File: src/rtl/akvt_pkg.sv
// shared types and constants for the array key-value table
// no dependencies; imported by akvt_ctrl, akvt_dpath and array_key_value_table

package akvt_pkg;

	localparam int unsigned KEY_W         = 32;
	localparam int unsigned VALUE_W       = 32;
	localparam int unsigned CMD_W         = 3;
	localparam int unsigned ENTRY_COUNT_W = 9;

	// request commands; codes five to seven are ignored
	typedef enum logic [CMD_W-1:0] {
		CMD_LOOKUP = 3'd0,
		CMD_ACCESS = 3'd1,
		CMD_WRITE  = 3'd2,
		CMD_DELETE = 3'd3,
		CMD_CLEAR  = 3'd4
	} cmd_t;

	// request beat
	typedef struct packed {
		logic [CMD_W-1:0]          cmd;
		logic signed [KEY_W-1:0]   req_key;
		logic signed [VALUE_W-1:0] req_value;
	} req_t;

	// result beat
	typedef struct packed {
		logic signed [VALUE_W-1:0]  rd_value;
		logic                       hit;
		logic                       table_full;
		logic [ENTRY_COUNT_W-1:0]   entry_count;
	} rsp_t;

	// one table row
	typedef struct packed {
		logic [KEY_W-1:0]   key;
		logic [VALUE_W-1:0] value;
	} kv_entry_t;

	// source of the returned value
	typedef enum logic [1:0] {
		RV_ZERO,
		RV_STORED,
		RV_REQ
	} rv_sel_t;

	// controller to datapath commands
	typedef struct packed {
		logic    load;
		logic    rd_issue;
		logic    wr_upd;
		logic    wr_app;
		logic    shift_start;
		logic    shift_wr;
		logic    cnt_inc;
		logic    cnt_dec;
		logic    cnt_clr;
		logic    fin;
		logic    fin_hit;
		logic    fin_full;
		rv_sel_t fin_rv;
	} ctl_t;

	// datapath to controller status
	typedef struct packed {
		logic             match;
		logic             drained;
		logic             room;
		logic [CMD_W-1:0] cmd;
	} sts_t;

endpackage

File: src/rtl/akvt_ctrl.sv
// request sequencer for the key-value table: scan, update, shift and finish
// depends on akvt_pkg (ctl_t, sts_t, cmd_t)

module akvt_ctrl (
	input  logic          clk,
	input  logic          arst_n,
	input  logic          start,
	output logic          busy,
	input  akvt_pkg::sts_t sts,
	output akvt_pkg::ctl_t ctl
);
	import akvt_pkg::*;

	typedef enum logic [1:0] {
		S_IDLE,
		S_SCAN,
		S_SHIFT
	} state_t;

	state_t state_q;
	state_t state_d;

	assign busy = (state_q != S_IDLE);

	// command decode per state
	always_comb begin
		ctl     = '0;
		state_d = state_q;
		unique case (state_q)
			S_IDLE: begin
				if (start) begin
					ctl.load = 1'b1;
					state_d  = S_SCAN;
				end
			end
			S_SCAN: begin
				unique case (sts.cmd)
					CMD_LOOKUP: begin
						priority if (sts.match) begin
							ctl.fin     = 1'b1;
							ctl.fin_hit = 1'b1;
							ctl.fin_rv  = RV_STORED;
							state_d     = S_IDLE;
						end else if (sts.drained) begin
							ctl.fin = 1'b1;
							state_d = S_IDLE;
						end else begin
							ctl.rd_issue = 1'b1;
						end
					end
					CMD_ACCESS, CMD_WRITE: begin
						priority if (sts.match) begin
							ctl.fin     = 1'b1;
							ctl.fin_hit = 1'b1;
							if (sts.cmd == CMD_WRITE) begin
								ctl.wr_upd = 1'b1;
								ctl.fin_rv = RV_REQ;
							end else begin
								ctl.fin_rv = RV_STORED;
							end
							state_d = S_IDLE;
						end else if (sts.drained) begin
							ctl.fin = 1'b1;
							if (sts.room) begin
								ctl.wr_app  = 1'b1;
								ctl.cnt_inc = 1'b1;
								ctl.fin_rv  = (sts.cmd == CMD_WRITE) ? RV_REQ : RV_ZERO;
							end else begin
								ctl.fin_full = 1'b1;
							end
							state_d = S_IDLE;
						end else begin
							ctl.rd_issue = 1'b1;
						end
					end
					CMD_DELETE: begin
						priority if (sts.match) begin
							ctl.shift_start = 1'b1;
							state_d         = S_SHIFT;
						end else if (sts.drained) begin
							ctl.fin = 1'b1;
							state_d = S_IDLE;
						end else begin
							ctl.rd_issue = 1'b1;
						end
					end
					CMD_CLEAR: begin
						ctl.cnt_clr = 1'b1;
						ctl.fin     = 1'b1;
						state_d     = S_IDLE;
					end
					default: begin
						ctl.fin = 1'b1;
						state_d = S_IDLE;
					end
				endcase
			end
			S_SHIFT: begin
				if (sts.drained) begin
					ctl.cnt_dec = 1'b1;
					ctl.fin     = 1'b1;
					ctl.fin_hit = 1'b1;
					state_d     = S_IDLE;
				end else begin
					ctl.rd_issue = 1'b1;
					ctl.shift_wr = 1'b1;
				end
			end
			default: begin
				state_d = S_IDLE;
			end
		endcase
	end

	// state register
	always_ff @(posedge clk or negedge arst_n) begin
		if (!arst_n) begin
			state_q <= S_IDLE;
		end else begin
			state_q <= state_d;
		end
	end

endmodule

File: config.mk
export PLATFORM = sky130hd
export DESIGN_NAME = akvt_ctrl
export DESIGN_NICKNAME = d
export VERILOG_FILES = /design/src/rtl/akvt_pkg.sv /design/src/rtl/akvt_ctrl.sv
export SDC_FILE = /design/constraint.sdc
export NUM_CORES = 1
export LEC_CHECK = 0
export BUFFER_PORTS_ARGS = -buffer_cell sky130_fd_sc_hd__buf_2
export CORE_AREA = 2 2 39 41
export DETAILED_ROUTE_END_ITERATION = 6
export DIE_AREA = 0 0 41 43
export PLACE_DENSITY = 0.61
export SYNTH_ARGS = -nofsm -noshare
export SYNTH_HDL_FRONTEND = slang
export SYNTH_SLANG_ARGS = --single-unit
File: constraint.sdc
create_clock -name clk -period 1.4 [get_ports clk]
set_input_delay 0.14 -clock clk [delete_from_list [all_inputs] [get_ports clk]]
set_output_delay 0.14 -clock clk [all_outputs]
set_load 0.05 [all_outputs]
==> results.ini, run 1 <==
[finish]
final_common_cell = buf_4
antenna_cells = 0
syn_to_final_growth_pct = 157
fin_util_pct = 68.7
final_cell_mix = 12 x buf_4, 11 x buf_6, 8 x buf_2
final_area_sq_um = 951
drive_gt1_share_pct = 83.0
largestRegisters = state_q x2
nNetsFinal = 103
largest_reg_flops = 2
regMostFlops = state_q

[routing]
ant_nets = 0
via_count = 518
route.detailed.drc = 0
drtPass1Iterations = 3
via_per_inst = 4.98
wl_per_cell_um = 13.6
drt_iter0_drc = 5
wirelength_mm = 1.41

[synthesis]
ys_seq_elements = 2
syn_avg_cell_area_sq_um = 7.41
synth_nets = 63
synthArstFlopShare_pct = 100
synth_seq_area_share_pct = 13.5
synthesis.area_sq_um = 370
synth_edf_count = 0
netlist_instances = 50
yosys_warnings = 0
synth_cell_types = 24
yosys_most_used_dff = dfrtp_1

[worst_setup_path]
r2r_cells = 7
setup.worst_path.start_class = flip-flop
rr_startpoint = state_q[0]
crit_fanout = 3
crit_slowest_cell = or4b_4
crit_type = flip-flop to output pin
r2r_slack_ns = -0.16
critical_path.cell_chain = inv_2 > ha_4 > or4b_4 > a21oi_4 > buf_6
worstPathRequired_ns = 1.26
arrival_ns = 1.57
endpoint_kind = output pin
r2r_end = state_q[0]
max_stage_delay_ns = 0.47

[floorplan]
die_x_um = 41
die-area_sq_um = 1760
die_h_um = 43
initial_core_util_pct = 26.8
io_pins = 24
rows = 14
coreArea_sq_um = 1380

[grt]
grt_usage_pct = 18.6
grt_first_pass_wirelength_mm = 2.14
grt_max_degree = 9
grt_pass1_vias = 521
antenna_found_initial = 0
overflow = 0

[sta]
worst_pin_slew_ns = 0.283
finalClockSkew_ns = 0.00582
rsz0062_at_grt = yes
hold_violations = 0
slew_headroom_pct = 81.0
worst_slack_ns = -0.315
timing.final.crit_share_pct = 122
setup_viol = 17
clock.fmax_ghz = 0.583
period_needed_ns = 1.71
drv_slew = 0
holdWs_ns = 0.230

[clocking]
cts_root_buffer = clkbuf_4
cts_tree = yes
htree_levels = 1
clock-sinks = 2
cts_made_buffers = 3
insertion_delay_ns = 0.23
cts_buffer_depth = 2
cts.clk_slew.worst_paths_ns = 0.03

[min_path]
hold_path_class = input port to async pin

[pwr]
p_leak_nw = 0.439
peakVddDrop_uv = 751
powerDensity_nw_per_um2 = 1040

[run_status]
violations = setup timing
outcome = complete, but fails checks

[placement]
portBuffers = 23
dp_hpwl_um = 890
placed_area_sq_um = 638
place.gp.congestion = 0.775

[flow_run]
drv_cap = 0

==> repair_timing <==
| item | in CTS | in global routing |
|---|---|---|
| setup endpoints to repair | 16 | 17 |
| endpoints found under the hold margin | 2 | 0 |
| hold buffers | 1 | 0 |
| gates cloned | 0 | 0 |
| pin swaps | 7 | 1 |
| resized for setup | 59 | 6 |
| setup buffers | 5 | 2 |
==> synthesized netlist by cell type (2+ instances only) <==
cell type / number / area, sq um
ha_1: 4 / 50.1
inv_1: 6 / 22.5
nor3_1: 2 / 10.0
nand2b_1: 4 / 25.0
a21oi_1: 4 / 20.0
nand2_1: 5 / 18.8
and2b_2: 2 / 17.5
dfrtp_1: 2 / 50.1
buf_4: 2 / 15.0
nor2_1: 4 / 15.0
nand3_1: 2 / 10.0
==> critical path: cells and delay by family (launching register included) <==
family	cells	cell delay (ns)
AOI/OAI and AO/OA	1	0.13
adders and majority gates	1	0.13
buffers and inverters	2	0.24
DFF	1	0.37
and+or+nand+nor	1	0.47
==> worst max-delay path by stage <==
stage	to	slack (ns)	depth (start not counted)	startpoint
2_1_floorplan	ctl[12]	-0.17	4	state_q[1]
3_3_place_gp	ctl[12]	-0.17	5	state_q[1]
3_5_place_dp	ctl[12]	-0.18	5	state_q[1]
4_1_cts	ctl[12]	-0.32	5	state_q[1]
5_1_grt	ctl[12]	-0.36	5	state_q[1]
6_report	ctl[12]	-0.31	5	state_q[1]
==> area by class of cell <==
type,count,area (sq um)
Clock buffer,3,22.5
Fill cell,102,433
Inverter,6,30.0
Multi-Input combinational cell,39,474
Sequential cell,2,50.0
Tap cell,16,20.0
Timing Repair Buffer,38,354
==> through the flow <==
| step | setup slack, ns | total power, mW | TNS (ns) | cells |
|---|---|---|---|---|
| floorplan | -0.170 | 0.452 | -0.453 | 50 |
| global placement | -0.169 | 0.577 | -0.619 | 94 |
| detailed placement | -0.183 | 0.584 | -0.751 | 94 |
| CTS | -0.321 | 0.942 | -2.42 | 102 |
| global route | -0.365 | 1.05 | -4.01 | 104 |
| finish | -0.315 | 0.991 | -3.02 | 104 |
==> power breakdown <==
group	total (mW)	switching (mW)	internal (mW)
logic	0.780	0.422	0.358
clock network	0.128	0.0335	0.0947
registers	0.0822	0.0122	0.0700
==> kinds of logic (layout without fill, tap and decap cells) <==
logic type | count (synthesis) | in the layout | share of synthesized area, %
buffers and inverters | 9 | 47 | 13.2
adder cells (fa/ha/maj) | 4 | 4 | 13.5
AO/OA/AOI/OAI | 10 | 10 | 17.9
flip-flops | 2 | 2 | 13.5
AND/OR/NAND/NOR | 25 | 25 | 41.9
==> routing by layer <==
metal / up-vias / track usage [%] / routed length (um)
met1: 252 / 16.7 / 492
met4: 0 / 13.3 / 14
met2: 14 / 33.8 / 866
met3: 2 / 2.62 / 37
li1: 250 / - / -
met5: - / 0 / 0
Note: power is estimated with default switching activity, not from simulation.
==> run 2, diff against run 1 <==
--- a/config.mk
+++ b/config.mk
@@ -5,7 +5,7 @@
 export SDC_FILE = /design/constraint.sdc
 export NUM_CORES = 1
 export LEC_CHECK = 0
-export BUFFER_PORTS_ARGS = -buffer_cell sky130_fd_sc_hd__buf_2
+export BUFFER_PORTS_ARGS = -buffer_cell sky130_fd_sc_hd__clkbuf_2
 export CORE_AREA = 2 2 39 41
 export DETAILED_ROUTE_END_ITERATION = 6
 export DIE_AREA = 0 0 41 43
==> run 2 against run 1 <==
Against the previous run:
- the run still ends with setup timing left
- first-iteration DRC count is 40% lower
- fmax fell by 1.2%
- setup slack got worse by 0.021 ns
- total power up 3.8%
- combinational power grew 4.6%
- largest power group unchanged
- via count grew 1.5%
==> results.ini, run 2 (synthesized netlist as in run 1, its figures left out) <==
[floorplan]
initial_core_util_pct = 26.8  ; unchanged
die-area_sq_um = 1760  ; unchanged
rows = 14  ; unchanged
io_pins = 24  ; unchanged
die_x_um = 41  ; unchanged
coreArea_sq_um = 1380  ; unchanged
die_h_um = 43  ; unchanged

[clocking]
cts_root_buffer = clkbuf_4  ; unchanged
cts.clk_slew.worst_paths_ns = 0.03  ; about the same
insertion_delay_ns = 0.23  ; about the same
cts_tree = yes  ; unchanged
htree_levels = 1  ; unchanged
cts_made_buffers = 3  ; unchanged
cts_buffer_depth = 2  ; unchanged
clock-sinks = 2  ; unchanged

[grt]
grtUsageMet1_pct = 22.7  ; was 16.7%
grt_pass1_vias = 585  ; was 521
antenna_found_initial = 0  ; unchanged
overflow = 0  ; unchanged
grt_usage_pct = 20.5  ; was 18.6%
use_met3_pct = 2.09  ; was 2.62%
grt_max_degree = 9  ; unchanged
grt-busiest-layer = met2  ; unchanged
grt.met2_usage_pct = 36.3  ; was 33.8%
grt_first_pass_wirelength_mm = 2.45  ; was 2.14 mm

[sta]
clock.fmax_ghz = 0.576  ; was 0.583 GHz
hold_violations = 0  ; unchanged
drv_slew = 0  ; unchanged
timing.final.crit_share_pct = 124  ; was 122%
period_needed_ns = 1.74  ; was 1.71 ns
finalClockSkew_ns = 0.00421  ; was 0.00582 ns
worst_slack_ns = -0.336  ; was -0.315 ns
setup_viol = 15  ; was 17
holdWs_ns = 0.230  ; about the same
worst_pin_slew_ns = 0.282  ; was 0.283 ns
rsz0062_at_grt = yes  ; unchanged
slew_headroom_pct = 81.1  ; was 81.0%

[finish]
largest_reg_flops = 2  ; unchanged
final_cell_mix = 13 x buf_4, 11 x buf_8, 8 x clkbuf_2  ; was 12 x buf_4, 11 x buf_6, 8 x buf_2
final_area_sq_um = 1020  ; was 951 sq um
final_common_cell = buf_4  ; unchanged
stdcell_count = 104  ; unchanged
drive_gt1_share_pct = 83.0  ; unchanged
nFillCells = 92  ; was 102
fin_util_pct = 73.8  ; was 68.7%
syn_to_final_growth_pct = 176  ; was 157%
largestRegisters = state_q x2  ; unchanged
antenna_cells = 0  ; unchanged
nNetsFinal = 103  ; unchanged
regMostFlops = state_q  ; unchanged

[placement]
placed_area_sq_um = 638  ; unchanged
portBuffers = 23  ; unchanged
place.gp.congestion = 0.755  ; was 0.775
placed_cells = 94  ; unchanged
dp_hpwl_um = 875  ; was 890 um

[worst_setup_path]
worstPathRequired_ns = 1.26  ; about the same
endpoint_kind = output pin  ; unchanged
setup.worst_path.start_class = flip-flop  ; unchanged
r2r_slack_ns = -0.06  ; was -0.16 ns
r2r_end = state_q[0]  ; unchanged
rr_startpoint = state_q[0]  ; unchanged
crit_type = flip-flop to output pin  ; unchanged
crit_fanout = 3  ; unchanged
arrival_ns = 1.60  ; was 1.57 ns
r2r_cells = 6  ; was 7

[pwr]
internal_power_uw = 545  ; was 523 uW
power.total_mw = 1.03  ; was 991 uW
comb_power_share_pct = 79.4  ; was 78.8%
clockPowerShare_pct = 12.7  ; was 12.9%
peakVddDrop_uv = 933  ; was 751 uV
p_seq_share_pct = 8.0  ; was 8.3%
p_sw_share_pct = 47.0  ; was 47.2%
powerDensity_nw_per_um2 = 1010  ; was 1040 nW/um^2
p_switching_uw = 484  ; was 468 uW
p_leak_nw = 0.453  ; was 0.439 nW

[routing]
route.detailed.drc = 0  ; unchanged
wirelength_mm = 1.51  ; was 1.41 mm
via_per_inst = 5.06  ; was 4.98
via_count = 526  ; was 518
ant_nets = 0  ; unchanged
wl_per_cell_um = 14.6  ; was 13.6 um
drtPass1Iterations = 2  ; was 3
drt_iter0_drc = 3  ; was 5

[min_path]
hold_path_class = input port to async pin  ; unchanged

[run_status]
violations = setup timing  ; unchanged
outcome = complete, but fails checks  ; unchanged

[flow_run]
drv_cap = 0  ; unchanged

-- run 2: cell count changes in the layout (fill, tap and decap cells not counted), sizes merged --
cell / change
buf: -11
clkbuf: +11
-- run 2: how the worst max path moves through the flow --
| stage | depth (start not counted) | from | endpoint |
|---|---|---|---|
| 2_1_floorplan | 4 | state_q[1] | ctl[12] |
| 3_3_place_gp | 5 | state_q[1] | ctl[12] |
| 3_5_place_dp | 5 | state_q[1] | ctl[12] |
| 4_1_cts | 5 | state_q[1] | ctl[12] |
| 5_1_grt | 5 | state_q[1] | ctl[12] |
| 6_report | 5 | state_q[1] | ctl[12] |
-- run 2: routing by layer --
layer | vias to the layer above | part of all wire [%]
met2 | 14 | 59
met4 | 0 | 0.92
met5 | - | 0
li1 | 246 | -
met3 | 2 | 3.2
met1 | 264 | 36
-- run 2: repair_timing --
action,4_1_cts,5_1_grt
resized for setup,54,20
gates cloned,0,0
endpoints found under the hold margin,2,0
pin swaps,4,5
setup buffers,5,1
endpoints found under the setup margin,16,17
hold buffers,1,0
-- run 2: area by class of cell --
cell class | count | area [sq um] | area share, %
multi-input cells | 39 | 490 | 48.0
repair buffers | 38 | 410 | 40.2
flip-flops and latches | 2 | 50.0 | 4.90
inverters | 6 | 27.5 | 2.70
clock buffers | 3 | 22.5 | 2.21
well taps | 16 | 20.0 | 1.96
-- run 2: power groups by stage --
| stage | clock [mW] | sequential [mW] | combinational [mW] |
|---|---|---|---|
| 4_1_cts | 0.136 | 0.0818 | 0.743 |
| 3_3_place_gp | 0 | 0.0838 | 0.493 |
| 2_1_floorplan | 0 | 0.0861 | 0.366 |
| 5_1_grt | 0.144 | 0.0838 | 0.857 |
| 3_5_place_dp | 0 | 0.0847 | 0.496 |
| 6_report | 0.130 | 0.0822 | 0.816 |
-- run 2: worst max-delay path, stage by stage (launching register included) --
cell and delay (ns):
dfrtp_1 0.38, inv_2 0.08, ha_4 0.13, or4b_4 0.48, a21oi_4 0.15, buf_8 0.15
-- run 2: stage by stage --
| stage | setup WS [ns] | setup TNS (ns) |
|---|---|---|
| 3_3_place_gp | -0.186 | -0.779 |
| 3_5_place_dp | -0.207 | -0.901 |
| 2_1_floorplan | -0.170 | -0.453 |
| 5_1_grt | -0.398 | -3.92 |
| 4_1_cts | -0.351 | -2.73 |
| 6_report | -0.336 | -2.95 |
